<file path="src/sv/slr_pkg.sv">
// Shared constants, types and widths for the shuffled Lehmer generator.
`default_nettype none

package slr_pkg;

  // Generator value width and the minimal-standard constants
  localparam int unsigned VAL_W = 31;
  localparam logic [VAL_W-1:0] LCG_MOD = 31'h7FFF_FFFF;

  // Shared multiplier: a 31-bit value times an 18-bit constant
  localparam int unsigned MUL_B_W = 18;
  localparam int unsigned PROD_W = VAL_W + MUL_B_W;
  localparam logic [MUL_B_W-1:0] LCG_MUL = 18'd16807;

  // Slot selection by reciprocal multiply: quotient sits above RECIP_SHIFT
  localparam int unsigned RECIP_SHIFT = 40;
  localparam int unsigned SLOT_Q_W = PROD_W - RECIP_SHIFT;
  localparam int unsigned QD_W = 40;

  // Defaults for the top-level parameters
  localparam int unsigned DEF_TABLE_DEPTH = 32;
  localparam int unsigned DEF_WARMUP_STEPS = 8;

  typedef struct packed {
    logic               en;
    logic [VAL_W-1:0]   a;
    logic [MUL_B_W-1:0] b;
  } mul_req_t;

endpackage

`default_nettype wire

</file>
<file path="src/sv/slr_ifs.sv">
// Valid/ready channel interfaces for requests and results.
`default_nettype none

interface slr_req_if;
  logic                      valid;
  logic                      ready;
  logic                      req_type;
  logic [slr_pkg::VAL_W-1:0] seed_value;

  modport source (output valid, output req_type, output seed_value, input ready);
  modport sink (input valid, input req_type, input seed_value, output ready);
endinterface

interface slr_rsp_if;
  logic                      valid;
  logic                      ready;
  logic [slr_pkg::VAL_W-1:0] random_value;

  modport source (output valid, output random_value, input ready);
  modport sink (input valid, input random_value, output ready);
endinterface

`default_nettype wire

</file>
<file path="src/sv/slr_ram.sv">
// Generic single-write, single-read RAM with registered read data.
`default_nettype none

module slr_ram #(
  parameter int unsigned WIDTH = 31,
  parameter int unsigned DEPTH = 32
) (
  input  wire logic                     clk,
  input  wire logic                     we,
  input  wire logic [$clog2(DEPTH)-1:0] waddr,
  input  wire logic [WIDTH-1:0]         wdata,
  input  wire logic [$clog2(DEPTH)-1:0] raddr,
  output logic      [WIDTH-1:0]         rdata
);

  logic [WIDTH-1:0] mem [DEPTH];

  always_ff @(posedge clk) begin
    if (we) begin
      mem[waddr] <= wdata;
    end
    rdata <= mem[raddr];
  end

endmodule

`default_nettype wire

</file>
<file path="src/sv/slr_mul_unit.sv">
// Shared multiplier with registered product and modulo 2^31-1 reduction.
`default_nettype none

module slr_mul_unit (
  input  wire logic                         clk,
  input  wire slr_pkg::mul_req_t            req,
  output logic [slr_pkg::PROD_W-1:0]        prod,
  output logic [slr_pkg::VAL_W-1:0]         red
);

  localparam int unsigned SUM_W = slr_pkg::VAL_W + 1;

  logic [SUM_W-1:0] sum;
  logic [SUM_W-1:0] mod_w;

  always_ff @(posedge clk) begin
    if (req.en) begin
      prod <= slr_pkg::PROD_W'(req.a) * slr_pkg::PROD_W'(req.b);
    end
  end

  // 2^31 == 1 mod (2^31-1): fold the high part onto the low part, one correction
  always_comb begin
    mod_w = {1'b0, slr_pkg::LCG_MOD};
    sum = {1'b0, prod[slr_pkg::VAL_W-1:0]}
        + SUM_W'(prod[slr_pkg::PROD_W-1:slr_pkg::VAL_W]);
    if (sum >= mod_w) begin
      red = slr_pkg::VAL_W'(sum - mod_w);
    end else begin
      red = slr_pkg::VAL_W'(sum);
    end
  end

endmodule

`default_nettype wire

</file>
<file path="src/sv/shuffled_lehmer_random.sv">
// Top level: minimal-standard Lehmer generator behind a shuffle table.
// Draw: DRAW_MUL/RED, SLOT_MUL/FIX, TBL_RD, then TBL_WB once the output is free; a new
// request is taken only back in IDLE. Seeding (reseed, or first draw after reset) first
// runs TABLE_DEPTH+WARMUP_STEPS steps, each a MUL and a RED state on the shared multiplier.
// Reset sets the generator to 1 and the index to 0 (table unfilled); the table RAM
// holds garbage until the first seeding fills it, so no clearing pass is run.
`default_nettype none

module shuffled_lehmer_random #(
  parameter int unsigned TABLE_DEPTH  = slr_pkg::DEF_TABLE_DEPTH,
  parameter int unsigned WARMUP_STEPS = slr_pkg::DEF_WARMUP_STEPS
) (
  input  wire logic clk,
  input  wire logic rst,
  slr_req_if.sink   req,
  slr_rsp_if.source rsp
);

  localparam int unsigned VAL_W = slr_pkg::VAL_W;
  localparam int unsigned AW    = $clog2(TABLE_DEPTH);
  localparam int unsigned STEPS = TABLE_DEPTH + WARMUP_STEPS;
  localparam int unsigned CW    = $clog2(STEPS + 1);
  localparam int unsigned QW    = slr_pkg::SLOT_Q_W;
  localparam int unsigned QD_W  = slr_pkg::QD_W;

  // Slot width and its reciprocal, worked out at elaboration
  localparam longint unsigned SLOT_DIV =
    64'd1 + (64'(slr_pkg::LCG_MOD) - 64'd1) / TABLE_DEPTH;
  localparam longint unsigned SLOT_RECIP = (64'd1 << slr_pkg::RECIP_SHIFT) / SLOT_DIV;
  localparam logic [QD_W-1:0] SLOT_DIV_W = QD_W'(SLOT_DIV);
  localparam logic [slr_pkg::MUL_B_W-1:0] SLOT_RECIP_W = slr_pkg::MUL_B_W'(SLOT_RECIP);

  typedef enum logic [3:0] {
    S_IDLE,
    S_SEED_MUL,
    S_SEED_RED,
    S_DRAW_MUL,
    S_DRAW_RED,
    S_SLOT_MUL,
    S_SLOT_FIX,
    S_TBL_RD,
    S_TBL_WB
  } st_t;

  st_t st;

  logic [VAL_W-1:0] lstate;     // generator value
  logic [VAL_W-1:0] idx;        // last output, selects the next slot
  logic [CW-1:0]    cnt;        // seeding steps left, also the fill address
  logic [AW-1:0]    slot;
  logic             out_valid;
  logic [VAL_W-1:0] out_data;

  slr_pkg::mul_req_t        mreq;
  logic [slr_pkg::PROD_W-1:0] mprod;
  logic [VAL_W-1:0]         mred;

  logic             ram_we;
  logic [AW-1:0]    ram_waddr;
  logic [VAL_W-1:0] ram_wdata;
  logic [VAL_W-1:0] ram_rdata;

  logic             fill_slot;
  logic             out_free;
  logic [VAL_W-1:0] seed_fixed;
  logic [QW-1:0]    q;
  logic [QD_W-1:0]  qd;
  logic             bump;
  logic [QW-1:0]    qc;
  logic [AW-1:0]    slot_next;

  slr_mul_unit u_mul (
    .clk  (clk),
    .req  (mreq),
    .prod (mprod),
    .red  (mred)
  );

  slr_ram #(
    .WIDTH (VAL_W),
    .DEPTH (TABLE_DEPTH)
  ) u_table (
    .clk   (clk),
    .we    (ram_we),
    .waddr (ram_waddr),
    .wdata (ram_wdata),
    .raddr (slot),
    .rdata (ram_rdata)
  );

  assign req.ready        = (st == S_IDLE);
  assign rsp.valid        = out_valid;
  assign rsp.random_value = out_data;

  // Room in the output register: empty, or being taken this cycle
  assign out_free  = !out_valid || rsp.ready;
  // Fill runs from the last table entry down; warm-up steps write nothing
  assign fill_slot = (cnt < CW'(TABLE_DEPTH));

  // Zero and the modulus itself would lock the generator; take them as 1
  always_comb begin
    if (req.seed_value == '0 || req.seed_value == slr_pkg::LCG_MOD) begin
      seed_fixed = VAL_W'(1);
    end else begin
      seed_fixed = req.seed_value;
    end
  end

  // Drive the shared multiplier: generator step or reciprocal for the slot
  always_comb begin
    mreq.en = 1'b0;
    mreq.a  = lstate;
    mreq.b  = slr_pkg::LCG_MUL;
    unique case (st)
      S_SEED_MUL, S_DRAW_MUL: begin
        mreq.en = 1'b1;
      end
      S_SLOT_MUL: begin
        mreq.en = 1'b1;
        mreq.a  = idx;
        mreq.b  = SLOT_RECIP_W;
      end
      default: begin
        mreq.en = 1'b0;
      end
    endcase
  end

  // Quotient from the reciprocal is at most one short; fix it, then clamp
  always_comb begin
    q    = mprod[slr_pkg::RECIP_SHIFT +: QW];
    qd   = QD_W'(q) * SLOT_DIV_W;
    bump = (QD_W'(idx) >= qd + SLOT_DIV_W);
    qc   = q + QW'(bump);
    if (qc >= QW'(TABLE_DEPTH)) begin
      slot_next = AW'(TABLE_DEPTH - 1);
    end else begin
      slot_next = qc[AW-1:0];
    end
  end

  // Table writes: fill during seeding, replace the picked entry on a draw
  always_comb begin
    if (st == S_SEED_RED) begin
      ram_we    = fill_slot;
      ram_waddr = cnt[AW-1:0];
      ram_wdata = mred;
    end else begin
      ram_we    = (st == S_TBL_WB) && out_free;
      ram_waddr = slot;
      ram_wdata = lstate;
    end
  end

  always_ff @(posedge clk) begin
    if (rst) begin
      st        <= S_IDLE;
      lstate    <= VAL_W'(1);
      idx       <= '0;
      out_valid <= 1'b0;
    end else begin
      // Present a fresh result, or drop the one taken this cycle
      if (st == S_TBL_WB && out_free) begin
        out_valid <= 1'b1;
      end else if (out_valid && rsp.ready) begin
        out_valid <= 1'b0;
      end
      unique case (st)
        S_IDLE: begin
          if (req.valid) begin
            cnt <= CW'(STEPS - 1);
            if (req.req_type) begin
              lstate <= seed_fixed;
              st     <= S_SEED_MUL;
            end else if (idx == '0) begin
              // Draw before any seeding: seed with 1 first
              lstate <= VAL_W'(1);
              st     <= S_SEED_MUL;
            end else begin
              st <= S_DRAW_MUL;
            end
          end
        end
        S_SEED_MUL: begin
          st <= S_SEED_RED;
        end
        S_SEED_RED: begin
          lstate <= mred;
          if (cnt == '0) begin
            // Last fill step wrote entry 0; it becomes the index
            idx <= mred;
            st  <= S_DRAW_MUL;
          end else begin
            cnt <= cnt - CW'(1);
            st  <= S_SEED_MUL;
          end
        end
        S_DRAW_MUL: begin
          st <= S_DRAW_RED;
        end
        S_DRAW_RED: begin
          lstate <= mred;
          st     <= S_SLOT_MUL;
        end
        S_SLOT_MUL: begin
          st <= S_SLOT_FIX;
        end
        S_SLOT_FIX: begin
          slot <= slot_next;
          st   <= S_TBL_RD;
        end
        S_TBL_RD: begin
          st <= S_TBL_WB;
        end
        S_TBL_WB: begin
          // Hold until the output register is free, then emit and replace
          if (out_free) begin
            idx      <= ram_rdata;
            out_data <= ram_rdata;
            st       <= S_IDLE;
          end
        end
        default: begin
          st <= S_IDLE;
        end
      endcase
    end
  end

`ifndef SYNTHESIS
  a_lstate_range: assert property (@(posedge clk) disable iff (rst)
    lstate != '0 && lstate != slr_pkg::LCG_MOD)
    else $error("generator left the range 1..2^31-2");

  a_idx_seeded: assert property (@(posedge clk) disable iff (rst)
    st == S_DRAW_MUL |-> idx != '0)
    else $error("draw started on an unfilled table");

  a_accept_busy: assert property (@(posedge clk) disable iff (rst)
    req.valid && req.ready |=> st != S_IDLE)
    else $error("accepted transaction did not start work");

  a_slot_range: assert property (@(posedge clk) disable iff (rst)
    st == S_TBL_RD |-> slot <= AW'(TABLE_DEPTH - 1))
    else $error("slot beyond the table");

  a_emit: assert property (@(posedge clk) disable iff (rst)
    st == S_TBL_WB && out_free |=> rsp.valid && st == S_IDLE)
    else $error("result not presented after write-back");
`endif

endmodule

`default_nettype wire

</file>
<file path="src/flat_wrapper.sv">
// flat-port wrapper written by rule: the top's interface ports become plain ports
module shuffled_lehmer_random_flat 
#(
  parameter int unsigned TABLE_DEPTH  = slr_pkg::DEF_TABLE_DEPTH,
  parameter int unsigned WARMUP_STEPS = slr_pkg::DEF_WARMUP_STEPS
)
  (clk, rst, req_valid, req_req_type, req_seed_value, req_ready, rsp_valid, rsp_random_value, rsp_ready);
  slr_req_if req_i ();
  slr_rsp_if rsp_i ();
  input  wire logic clk;
  input  wire logic rst;
  input wire logic [$bits(req_i.valid)-1:0] req_valid;
  input wire logic [$bits(req_i.req_type)-1:0] req_req_type;
  input wire logic [$bits(req_i.seed_value)-1:0] req_seed_value;
  output wire logic [$bits(req_i.ready)-1:0] req_ready;
  output wire logic [$bits(rsp_i.valid)-1:0] rsp_valid;
  output wire logic [$bits(rsp_i.random_value)-1:0] rsp_random_value;
  input wire logic [$bits(rsp_i.ready)-1:0] rsp_ready;
  assign req_i.valid = req_valid;
  assign req_i.req_type = req_req_type;
  assign req_i.seed_value = req_seed_value;
  assign req_ready = req_i.ready;
  assign rsp_valid = rsp_i.valid;
  assign rsp_random_value = rsp_i.random_value;
  assign rsp_i.ready = rsp_ready;
  shuffled_lehmer_random #(.TABLE_DEPTH(TABLE_DEPTH), .WARMUP_STEPS(WARMUP_STEPS)) u_core (.clk(clk), .rst(rst), .req(req_i), .rsp(rsp_i));
endmodule
</file>
<file path="config.mk">
export PLATFORM = sky130hd
export DESIGN_NAME = shuffled_lehmer_random_flat
export DESIGN_NICKNAME = d
export VERILOG_FILES = /design/src/sv/slr_pkg.sv /design/src/sv/slr_ifs.sv /design/src/sv/slr_ram.sv /design/src/sv/slr_mul_unit.sv /design/src/sv/shuffled_lehmer_random.sv /design/src/flat_wrapper.sv
export SDC_FILE = /design/constraint.sdc
export NUM_CORES = 2
export LEC_CHECK = 0
export ABC_CLOCK_PERIOD_IN_PS = 18300
export BUFFER_PORTS_ARGS = -buffer_cell sky130_fd_sc_hd__buf_2
export CAP_MARGIN = 20
export CORE_MARGIN = 3
export CORE_UTILIZATION = 55
export DETAILED_ROUTE_END_ITERATION = 6
export PLACE_DENSITY = 0.78
export RECOVER_POWER = 100
export REMOVE_ABC_BUFFERS = 1
export SKIP_LAST_GASP = 1
export SLEW_MARGIN = 20
export SYNTH_ARGS = -nofsm -noshare
export SYNTH_HDL_FRONTEND = slang
export SYNTH_HIERARCHICAL = 1
export SYNTH_SLANG_ARGS = --single-unit
</file>
<file path="constraint.sdc">
create_clock -name clk -period 18.3 [get_ports clk]
set_clock_uncertainty 0.05 [all_clocks]
set_input_delay 3.66 -clock clk [delete_from_list [all_inputs] [get_ports clk]]
set_output_delay 3.66 -clock clk [all_outputs]
set_load 0.01 [all_outputs]
</file>
* Word-level counts from Yosys, hierarchy flattened
Memory sizes are Yosys's and may differ from the RTL's. A register that Yosys moved wholly into a read port is not among the register bits. Index checks and enable logic that the tools add are counted.
Word-level totals: bits in registers 158, bits in latches 0, memory bits (writable) 992, memory bits (read-only) 0, input port bits 36, output and inout port bits 33, logic and storage cells 82, memories 1
Operators by class: add/subtract/negate cells 5, $mul 1, divide/modulo/power cells 0, $lt $le $gt $ge 4, equality and inequality tests 14, shift-type cells 0, mux-type cells 27, bitwise operators 1, reduce and logical (&&, ||, !) cells 21
Memories:
- u_core.u_table.mem | words 32, bits a word 31, rd ports 1, clocked after Yosys merged registers in 1, wr ports 1, RTL line slr_ram.sv:16 | logic [WIDTH-1:0] mem [DEPTH];
Operators by type and width (count):
- 2-to-1 mux 31 bit | 8
- case mux 31 bit (2 select lines) | 2
- zero test 31 bit | 2
- multiplier 31 x 18 -> 49 bit | 1
- 2-to-1 mux 49 bit | 1
- greater-or-equal comparator 31 x 40 -> 1 bit | 1
- adder 35 x 27 -> 36 bit, second input constant | 1
- case mux 4 bit (9 select lines) | 1
- adder 31 x 18 -> 32 bit | 1
- greater-or-equal comparator 32 x 31 -> 1 bit, second input constant | 1
- equality test 31 bit, second input constant | 1
- subtractor 31 bit, second input constant | 1
- equality test 4 x 3 -> 1 bit, second input constant | 4
- 2-to-1 mux 4 bit | 3
- 2-to-1 mux 6 bit | 2
- case mux 6 bit (2 select lines) | 1
- adder 9 x 1 -> 9 bit | 1
- greater-or-equal comparator 9 x 6 -> 1 bit, second input constant | 1
- AND reduction 3 bit | 3
- equality test 4 x 2 -> 1 bit, second input constant | 2
- nonzero test 2 bit | 4
- zero test 6 bit | 1
- < comparator 6 bit, second input constant | 1
- 2-to-1 mux 1 bit | 6
- 17 further kinds | 23

* Logic depth before layout (Yosys ltp)
depth after elaboration 6, gate-level depth with buffers 30, gate-level depth less buffers 28

* Modules after synthesis
Netlist, hierarchy kept.
Modules (own cells, without submodules):
- slr_ram | times used 1, cells each 2192, area each 39163.8 sq um, seq. area each 30409.2 sq um
- slr_mul_unit | times used 1, cells each 2383, area each 21092.7 sq um, seq. area each 1471.4 sq um
- shuffled_lehmer_random | times used 1, cells each 656, area each 6187.2 sq um, seq. area each 2602.5 sq um

* Least setup slack after synthesis
OpenSTA, ideal clock, no wires.
path type reg-to-reg, start register u_core.st[0], end register u_core/u_mul/prod[44] in the netlist's numbering, data pin, library setup time 0.265 ns, arrival time 7.366 ns, data required time 17.985 ns, slack 10.619 ns, cell stages (with the launch flop) 28, buffers on the path 2, clock period less this slack 7.681 ns, cell sequence dfxtp_1 > nand2b_1 > nor3b_2 > buf_2 > inv_1 > clkbuf_1 > and2_1 > fa_1 > inv_1 > fa_1 > inv_1 > ha_1 > fa_1 > fa_1 > inv_1 > fa_1 > inv_1 > ha_1 > a21o_1 > a21o_1 > a221oi_1 > o221ai_1 > a41oi_1 > o31ai_1 > o31a_1 > a311oi_1 > o21ai_0 > xor2_1
RTL lines:
- start, declared | RTL line shuffled_lehmer_random.sv:45 | st_t st;
- start signal, assigned | RTL line shuffled_lehmer_random.sv:157 | st <= S_IDLE;
- start signal, assigned | RTL line shuffled_lehmer_random.sv:174 | st <= S_SEED_MUL;
- start signal, assigned | RTL line shuffled_lehmer_random.sv:178 | st <= S_SEED_MUL;
- end signal, assigned | RTL line slr_mul_unit.sv:18 | prod <= slr_pkg::PROD_W'(req.a) * slr_pkg::PROD_W'(req.b);
- end, declared | RTL line slr_mul_unit.sv:7 | output logic [slr_pkg::PROD_W-1:0] prod,

==> summary.md <==
| Metric | Value |
|---|---|
| Synthesized area | 0.0664 mm2 |
| 1st-iter DRT viols | 5024 |
| Cell Count, Final, Fillers Out | 6939 |
| Pre-Repair DR Iteration Count | 7 |
| # rows | 126 |
| Crit path to | u_core/u_table/rdata[27] |
| Area fraction in compound gates after synthesis | 6.99% |
| Reg clk slew, reported paths | 60 ps |
| Inst Count DP | 6726 |
| Post-synthesis sequential area ratio | 51.9% |
| Setup total negative slack | 0 ps |
| Worst-Margin Slew | 4400 ps |
| Max transition margin | -193% |
| CP required | 18860 ps |
| Routability cong. | 0.939 |
| Slew Viols, Final | 1829 |
| Commonest non-fill, non-tap cell in the layout | edfxtp_1 |
| Top_reg_cell synth | edfxtp_1 |
| Core area | 0.119 mm2 |
| Setup WS pre-CTS | 9390 ps |
| First-pass GRT wire length | 256 mm |
| Vias | 42280 |
| Final period util | 70.1% |
| Area of the multi-input gates | 0.0287 mm2 |
| Wirelength per Cell | 24.6 um |
| Status | finished, violations left |
| Largest family of logic cells by synthesized area | adder cells |
| Global Route Usage Sum | 27.0% |
| Number of global-route vias before repair | 41799 |
| Multiplexer share of the synthesized area | 8.53% |
| Crit. End Element | flip-flop |
| Hpwl dp | 109 mm |
| Syn Inst Count | 5231 |
| PortBufs | 68 |
| PwrDens | 175 mW/mm2 |
| Initial antenna violation count | 9 |
| CP bufs+invs | 4 |
| RSZ-0062 raised after global routing | no |
| Worst vdd ir | 355 uV |
| CP peak stage delay | 3180 ps |
| Total gr overflow | 0 |
| Reg-to-Reg End | u_core/u_table/rdata[27] |
| Final worst slack | 5470 ps |
| Failing checks | design-rule violations, max-capacitance violations, max-slew violations |
| Fill count | 9049 |
| Post_cts resized | 0 |
| Final hold violations | 0 |
| Top cell by count, worst path | clkbuf_1 |
| CTS root buffer | clkbuf_16 |
| FFs w/ async S/R, synth | 0% |
| Yosys reg bits | 1181 |
| Final WL | 171 mm |
| Area Overhead vs Synth | 7.53% |
| Post-route minimum period | 12830 ps |
| Post-synth EDFFs | 1083 |
| Clk sink count | 1181 |
| Setup bufs post-CTS | 0 |
| Ratio of cells with drive above 1 in the final layout | 5.93% |
| Fmax | 77.9 MHz |
| Simple-gate share of the synthesized area | 9.19% |
| Io pins | 69 |
| H-tree Lvls | 3 |
| Synth Area in Adders | 16.9% |
| Synth warn | 6 |
| Unique masters post-synth | 90 |
| Arrival time at the worst endpoint | 13390 ps |
| Reg2Reg Depth | 8 |
| Via density | 6.09 |
| Longest Clk Path Bufs | 3 |
| Reg2reg start | u_core/slot[0] |
| Full die area | 0.125 mm2 |
| Register area | 0.0345 mm2 |
| Largest net degree at the start of global routing | 133 |
| Critical path depth | 8 |
| Chip Width | 354 um |
| Static leakage | 28.5 nW |
| Most frequent cells in the layout | 1083 x edfxtp_1, 604 x nand2_1, 551 x inv_1, 530 x mux2i_1, 465 x fa_1 |
| Setup CP Type | reg2reg |
| Crit path max-delay family | buffers and inverters |
| # setup viols final | 0 |
| Initial core utilization | 55.8% |
| Avg Cell Area, Syn | 12.7 um2 |
| Worst setup SP type | flip-flop |
| HP Class | reg2reg |
| Synth Area in XOR/XNOR | 1.28% |
| Skew-Pair Late Insertion Delay | 680 ps |
| Die Ht | 354 um |
| Net count, final | 5893 |
| CTS tree | done |
| Num CTS Buffers | 107 |
| Count of antenna-violating nets left after detailed routing | 0 |
| Max-Cap Viols | 63 |
| Slowest cell on the critical path | clkbuf_1 |
| Critical Path Start | u_core/slot[0] |
| CP Max Fanout | 61 |
| Critical path, cell by cell | clkbuf_1 -> clkbuf_1 -> clkbuf_1 -> clkbuf_1 -> mux2i_1 -> a22oi_1 -> nand3_1 -> nand3_1 |
| Residual DRC | 2 |
| Worst reg2reg setup slack | 5470 ps |
| Power consumption | 0.0125 W |
| # hold bufs at CTS | 0 |
sequential cells by signal (all words and copies together) (netlist names):
signal and cells:
u_core/cnt 6, u_core/u_mul/prod 49, u_core/rsp.random_value 31, u_core/u_table/mem 992, u_core/rsp.valid 1, u_core/st 4
u_core/idx 31, u_core/u_table/rdata 31, u_core/lstate 31, u_core/slot 5
power by group:
group / internal [W] / total, W / switching [W]
logic: 0.00270 / 0.00682 / 0.00412
clock network: 0.00123 / 0.00219 / 0.000960
registers: 0.00342 / 0.00351 / 0.0000841
total: 0.00735 / 0.0125 / 0.00516
cell families (layout without fill, tap and decap cells):
group	after synthesis	in the layout
other	2	56
flip-flops	1181	1181
adder cells (fa/ha/maj)	618	618
multiplexers	562	562
XOR/XNOR	97	97
AO/OA/AOI/OAI	645	645
AND/OR/NAND/NOR	1287	1287
buffers and inverters	839	893
per-stage QoR:
step | instance area (um2) | hold WS (ps) | utilization, %
global placement | 68400 | 452 | 57.5
finish | 71400 | 471 | 60.0
detailed placement | 68500 | 454 | 57.5
global route | 71400 | 475 | 60.0
floorplan | 65200 | 358 | -
CTS | 71900 | 469 | 60.4
how the worst min path moves through the flow:
stage                                   from                     endpoint  cells past startpoint
floorplan            u_core/u_table/rdata[0]   u_core/rsp.random_value[0]                      0
global placement              u_core/idx[16]               u_core/idx[16]                      2
detailed placement   u_core/u_table/rdata[4]   u_core/rsp.random_value[4]                      0
CTS                           u_core/idx[11]               u_core/idx[11]                      2
global route        u_core/u_table/rdata[11]  u_core/rsp.random_value[11]                      0
finish                        u_core/idx[11]               u_core/idx[11]                      2
worst register-to-register path: stages (launching register included):
cell and delay, ps:
edfxtp_1 320, clkbuf_1 2590, clkbuf_1 2520, clkbuf_1 2850, clkbuf_1 3200, mux2i_1 470, a22oi_1 400, nand3_1 230
nand3_1 130
synth_stat cells, types with 72 or more instances:
cell type,n,area (um2)
a21oi_1,156,781
mux2i_1,530,5310
and2_1,221,1380
clkbuf_1,178,668
nor2_1,142,533
dfxtp_1,98,1960
ha_1,153,1910
edfxtp_1,1083,32500
nand3_1,126,631
fa_1,465,9310
inv_1,552,2070
a22oi_1,93,698
nand2_1,606,2270
o21ai_0,72,360
per-layer routing:
metal | track usage [%] | part of all wire [%]
met1 | 37.9 | 40
met2 | 41.9 | 46
met3 | 6.92 | 12
met4 | 7.89 | 2.9
met5 | 0 | 0.0088
layout make-up:
type | instances | area share, %
clock buffer | 140 | 4.05
clock inverter | 61 | 0.732
inverter | 552 | 2.90
multi-input combinational | 3257 | 40.2
antenna | 8 | 0.0280
tap | 1600 | 2.80
timing repair buffer | 140 | 1.01
sequential | 1181 | 48.3
Power figures use the tool's default switching activity.
